--- config.mk ---
export PLATFORM = sky130hd
export DESIGN_NAME = rau_control
export DESIGN_NICKNAME = d
export VERILOG_FILES = /design/src/rtl/core/rau_pkg.sv /design/src/rtl/core/rau_control.sv
export SDC_FILE = /design/constraint.sdc
export NUM_CORES = 1
export LEC_CHECK = 0
export ABC_AREA = 1
export ABC_CLOCK_PERIOD_IN_PS = 1500
export BUFFER_PORTS_ARGS = -buffer_cell sky130_fd_sc_hd__buf_2
export CORE_AREA = 2 2 39 41
export CTS_CLUSTER_SIZE = 24
export DETAILED_ROUTE_END_ITERATION = 16
export DIE_AREA = 0 0 41 43
export PLACE_DENSITY = 0.54
export SLEW_MARGIN = 20
export SYNTH_ARGS = -nofsm -noshare
export SYNTH_HDL_FRONTEND = slang
export SYNTH_SLANG_ARGS = --single-unit
--- constraint.sdc ---
create_clock -name clock -period 1.5 [get_ports clock]
set_clock_uncertainty 0.1 [all_clocks]
set_input_delay 0.225 -clock clock [delete_from_list [all_inputs] [get_ports clock]]
set_output_delay 0.225 -clock clock [all_outputs]
set_load 0.1 [all_outputs]
--- src/rtl/core/rau_pkg.sv ---
// ----------------------------------------------------------------------------
// Rational arithmetic unit package
// Shared payload types, command codes and controller/datapath interfaces.
// ----------------------------------------------------------------------------
package rau_pkg;

   localparam int OPERAND_WIDTH = 32;
   localparam int PROD_WIDTH    = 64;
   localparam int DIV_CNT_WIDTH = $clog2(PROD_WIDTH + 1);

   typedef enum logic [1:0] {
      CMD_ADD = 2'd0,
      CMD_SUB = 2'd1,
      CMD_MUL = 2'd2,
      CMD_DIV = 2'd3
   } command_type;

   typedef enum logic {
      STATUS_OK       = 1'b0,
      STATUS_DIV_ZERO = 1'b1
   } status_type;

   typedef struct packed {
      logic [1:0]         command;
      logic signed [31:0] a_num;
      logic [30:0]        a_den;
      logic signed [31:0] b_num;
      logic [30:0]        b_den;
   } req_type;

   typedef struct packed {
      logic signed [63:0] res_num;
      logic [62:0]        res_den;
      logic               status;
   } rsp_type;

   // Datapath operations issued by the controller.
   typedef enum logic [2:0] {
      OP_NONE,
      OP_LOAD,     // capture operands and check for invalid input
      OP_PROD,     // form the numerator terms, then the denominator
      OP_COMBINE,  // add/subtract/select, fix signs, take magnitude
      OP_DIV_INIT, // start a restoring division of x by y, or of num/den by x
      OP_DIV_STEP, // one quotient bit
      OP_GCD_NEXT, // x <= y, y <= remainder
      OP_REDUCE    // divide numerator or denominator by the gcd
   } dp_op_type;

   typedef struct packed {
      dp_op_type op;
      logic      div_den; // during reduction: divide denominator instead
   } dp_cmd_type;

   typedef struct packed {
      logic invalid;   // special case: result is 0/1
      logic zero_num;  // combined numerator is zero
      logic y_zero;    // gcd loop finished
      logic div_done;  // division unit finished
   } dp_status_type;

endpackage

--- src/rtl/core/rau_control.sv ---
// ----------------------------------------------------------------------------
// Rational arithmetic controller
// Sequences load, products, combine, the Euclidean gcd loop and reduction.
// ----------------------------------------------------------------------------
module rau_control (
   input  logic                   clock,
   input  logic                   reset,
   input  logic                   start,
   input  rau_pkg::dp_status_type status,
   output rau_pkg::dp_cmd_type    cmd,
   output logic                   busy,
   output logic                   rsp_valid
);
   import rau_pkg::*;

   typedef enum logic [3:0] {
      ST_IDLE, ST_PROD0, ST_PROD1, ST_COMBINE, ST_CHECK,
      ST_GCD_INIT, ST_GCD_STEP, ST_GCD_NEXT, ST_GCD_WAIT,
      ST_RN_INIT, ST_RN_STEP, ST_RN_DONE,
      ST_RD_INIT, ST_RD_STEP, ST_RD_DONE, ST_DONE
   } state_type;

   state_type state_ff;
   logic      rsp_valid_ff;

   always_comb begin
      cmd.op      = OP_NONE;
      cmd.div_den = 1'b0;
      case (state_ff)
         ST_IDLE:     cmd.op = start ? OP_LOAD : OP_NONE;
         ST_PROD0,
         ST_PROD1:    cmd.op = OP_PROD;
         ST_COMBINE:  cmd.op = OP_COMBINE;
         ST_GCD_INIT,
         ST_RN_INIT:  cmd.op = OP_DIV_INIT;
         ST_GCD_STEP,
         ST_RN_STEP:  cmd.op = status.div_done ? OP_NONE : OP_DIV_STEP;
         ST_GCD_NEXT: cmd.op = OP_GCD_NEXT;
         ST_RN_DONE:  cmd.op = OP_REDUCE;
         ST_RD_INIT: begin
            cmd.op      = OP_DIV_INIT;
            cmd.div_den = 1'b1;
         end
         ST_RD_STEP:  begin
            cmd.op      = status.div_done ? OP_NONE : OP_DIV_STEP;
            cmd.div_den = 1'b1;
         end
         ST_RD_DONE: begin
            cmd.op      = OP_REDUCE;
            cmd.div_den = 1'b1;
         end
         default: ;
      endcase
   end

   always_ff @(posedge clock) begin
      if (reset) begin
         state_ff     <= ST_IDLE;
         rsp_valid_ff <= 1'b0;
      end else begin
         rsp_valid_ff <= (state_ff == ST_DONE);
         case (state_ff)
            ST_IDLE:     if (start) state_ff <= ST_PROD0;
            ST_PROD0:    state_ff <= ST_PROD1;
            ST_PROD1:    state_ff <= ST_COMBINE;
            ST_COMBINE:  state_ff <= ST_CHECK;
            ST_CHECK: begin
               if (status.invalid || status.zero_num) begin
                  state_ff <= ST_DONE;
               end else begin
                  state_ff <= ST_GCD_INIT;
               end
            end
            ST_GCD_INIT: state_ff <= ST_GCD_STEP;
            ST_GCD_STEP: if (status.div_done) state_ff <= ST_GCD_NEXT;
            ST_GCD_NEXT: state_ff <= ST_GCD_WAIT;
            // The gcd loop ends when the new y (the old remainder) is zero.
            ST_GCD_WAIT: state_ff <= status.y_zero ? ST_RN_INIT : ST_GCD_INIT;
            ST_RN_INIT:  state_ff <= ST_RN_STEP;
            ST_RN_STEP:  if (status.div_done) state_ff <= ST_RN_DONE;
            ST_RN_DONE:  state_ff <= ST_RD_INIT;
            ST_RD_INIT:  state_ff <= ST_RD_STEP;
            ST_RD_STEP:  if (status.div_done) state_ff <= ST_RD_DONE;
            ST_RD_DONE:  state_ff <= ST_DONE;
            ST_DONE:     state_ff <= ST_IDLE;
            default:     state_ff <= ST_IDLE;
         endcase
      end
   end

   assign busy      = (state_ff != ST_IDLE);
   assign rsp_valid = rsp_valid_ff;

`ifndef SYNTHESIS
   a_valid_one_cycle: assert property (@(posedge clock) disable iff (reset)
      rsp_valid |=> !rsp_valid) else $error("response strobe longer than one cycle");
   a_idle_after_rsp: assert property (@(posedge clock) disable iff (reset)
      rsp_valid |-> !busy) else $error("busy while strobing response");
   a_start_leaves_idle: assert property (@(posedge clock) disable iff (reset)
      (start && !busy) |=> busy) else $error("accepted transaction did not start");
`endif

endmodule

==> flow_summary_export.csv <==
group,metric,value,unit
outcome,status,"finished, violations left",
outcome,violations,"negative setup slack",
floorplanning,initial_core_util,26.7,%
drt,ant_nets,0,
sta,worst_slew_pin_slew,482,ps
synth,yosys_warnings,0,
power_and_ir_drop,power_leakage,0.380,nW
global_routing,grt_max_degree,9,
sta,hold_viol_final,0,
floorplanning,coreArea,1380,µm²
drt,remaining_drc_errors,0,
finish,final_common_cell,"buf_4",
global_routing,antenna_found_initial,0,
sta,rsz0062_at_grt,"yes",
synth,synth_seq_cells,5,
synth,ys_seq_area_share,27.1,%
sta,fmax,0.577,GHz
sta,relSlewSlack,68.1,%
clock_tree,ctsHoldBuffers,0,
drt,drtPass1Iterations,4,
finish,register_area,115,µm²
finish,fillerInstances,136,
finish,final_cell_mix,"buf_4, nand2_1, inv_1",
clock_tree,clkSlewWorstSetupHoldPaths,50,ps
placement,dpl.hpwl,730,µm
finish,multi_input_area,277,µm²
floorplanning,die_w,41,µm
setup_path,end_kind,"output port",
global_routing,grt_overflow,0,
power_and_ir_drop,power_density,1620,nW/µm²
synth,syn-num-nets,69,
synth,syn-mean-instance-area,5.95,µm²
clock_tree,cts_tree,"yes",
sta,period_needed,1730,ps
setup_path,worstPathArrival,1410,ps
drt,totalWireLength,1.14,mm
drt,routedWlPerCell,10.8,µm
finish,final_cells,105,
clock_tree,cts_buffers,3,
floorplanning,chipHeight,43,µm
synth,syn_area,369,µm²
clock_tree,clockRootBuffer,"clkbuf_4",
sta,finalMaxSlewViolations,0,
floorplanning,die-area,1760,µm²
finish,n_antenna_cell,0,
finish,final_core_util,52.5,%
finish,final_net_count,97,
setup_path,start_kind,"flip-flop",
drt,routed-via-count,483,
placement,gp_routability_congestion,0.773,
flow_run,max-cap-violations,0,
synth,synthCells,62,
placement,port_buffers,12,
global_routing,grt_pass1_vias,407,
global_routing,track_usage,15.2,%
drt,drt-initial-drc-count,12,
floorplanning,num_rows,14,
clock_tree,clk_path_buf_depth,2,
worst_hold_path,holdCritPathClass,"in2reg",
setup_path,worstPathRequired,1170,ps
drt,viasPerCell,4.60,
placement,preCtsSetupSlack,13.8,ps
power_and_ir_drop,ir_worst_vdd,0.858,mV
sta,fin_crit_sh,115,%
clock_tree,htreeDepth,1,
finish,drive_gt1_share,57.3,%
sta,finalSetupViolations,6,
clock_tree,insertion_delay,250,ps
placement,placed_cells,91,
setup_path,crit_type,"reg2out",
synth,ys_types,16,
sta,setup_ws,-232,ps
floorplanning,io_pins,13,
setup_path,crit_fanout,5,
clock_tree,cts_sinks,5,
global_routing,grt_pass1_wl,1.73,mm
finish,synthToLayoutAreaGrowth,96.9,%
## path summary, 6_finish.rpt
path | endpoint | slack (ps) | startpoint | cells past startpoint
hold reg to reg | state_ff[2] | 450 | state_ff[2] | 2
setup reg to reg | state_ff[3] | -150 | state_ff[2] | 11
setup / recovery | cmd[3] | -230 | state_ff[2] | 8
hold / removal | state_ff[2] | 120 | reset | 2
## stage by stage
stage | area (µm²) | TNS [ps] | total power, mW | hold WS (ps)
floorplan | 402 | -2010 | 0.693 | 187
global placement | 561 | 0 | 0.935 | 364
detailed placement | 561 | 0 | 0.933 | 362
CTS | 677 | -701 | 1.14 | 112
global route | 727 | -1150 | 1.24 | 134
finish | 727 | -751 | 1.18 | 124
## state kept, by name (all words and copies together) (netlist names)
name and flops:
state_ff 4, rsp_valid 1
## synthesized netlist by cell type
library cell  number  area share (%)
clkinv_2           1             1.4
a21oi_1            2             2.7
dfxtp_1            5              27
a31oi_1            2             3.4
buf_6              1             3.1
nor2_4             1             3.1
nand2_2            2             3.4
nand3b_1           1             2.0
o21ai_0            3             4.1
o211ai_1           2             4.1
nor2_1             6             6.1
nor3_1             1             1.4
inv_1             13              13
nand3_1            4             5.4
o2111ai_1          1             2.4
nand2_1           17              17
## critical path, cell delays in order (launching register included)
cell and delay [ps]:
dfxtp_4 360, inv_2 70, nand2_2 60, nand2_2 80, nand2_2 50, nand2_2 70, nand2_4 70, o211ai_1 140
clkbuf_16 260
## where the power goes
group / switching [mW] / total, mW / internal [mW]
Clock: 0.0588 / 0.160 / 0.101
Combinational: 0.497 / 0.807 / 0.309
Sequential: 0.0505 / 0.215 / 0.165
Total: 0.606 / 1.18 / 0.575
## routing by layer
layer,vias up,GRT usage [%],routed length (µm)
met1,210,19.1,441
met5,-,0,0
li1,255,-,-
met4,0,4.00,6
met2,16,21.3,615
met3,2,9.42,74
## cells by family after synthesis
| logic type | Yosys count | synth area share (%) |
|---|---|---|
| buf+inv | 15 | 17.6 |
| simple gates | 32 | 38.6 |
| compound gates | 10 | 16.6 |
| flops | 5 | 27.1 |
## cell type report
type	count	share of cell area, %
tap	16	2.75
timing repair buffer	24	32.2
clock buffer	4	3.61
multi-input combinational	42	38.0
inverter	14	7.57
sequential	5	15.8
## timing repair
item                                   4_1_cts  5_1_grt
resized for setup                           12       13
setup endpoints to repair                    4        7
endpoints found under the hold margin        0        0
gates cloned                                 0        0
setup buffers                                9        1
pin swaps                                    6        7
Power figures use the tool's default switching activity.
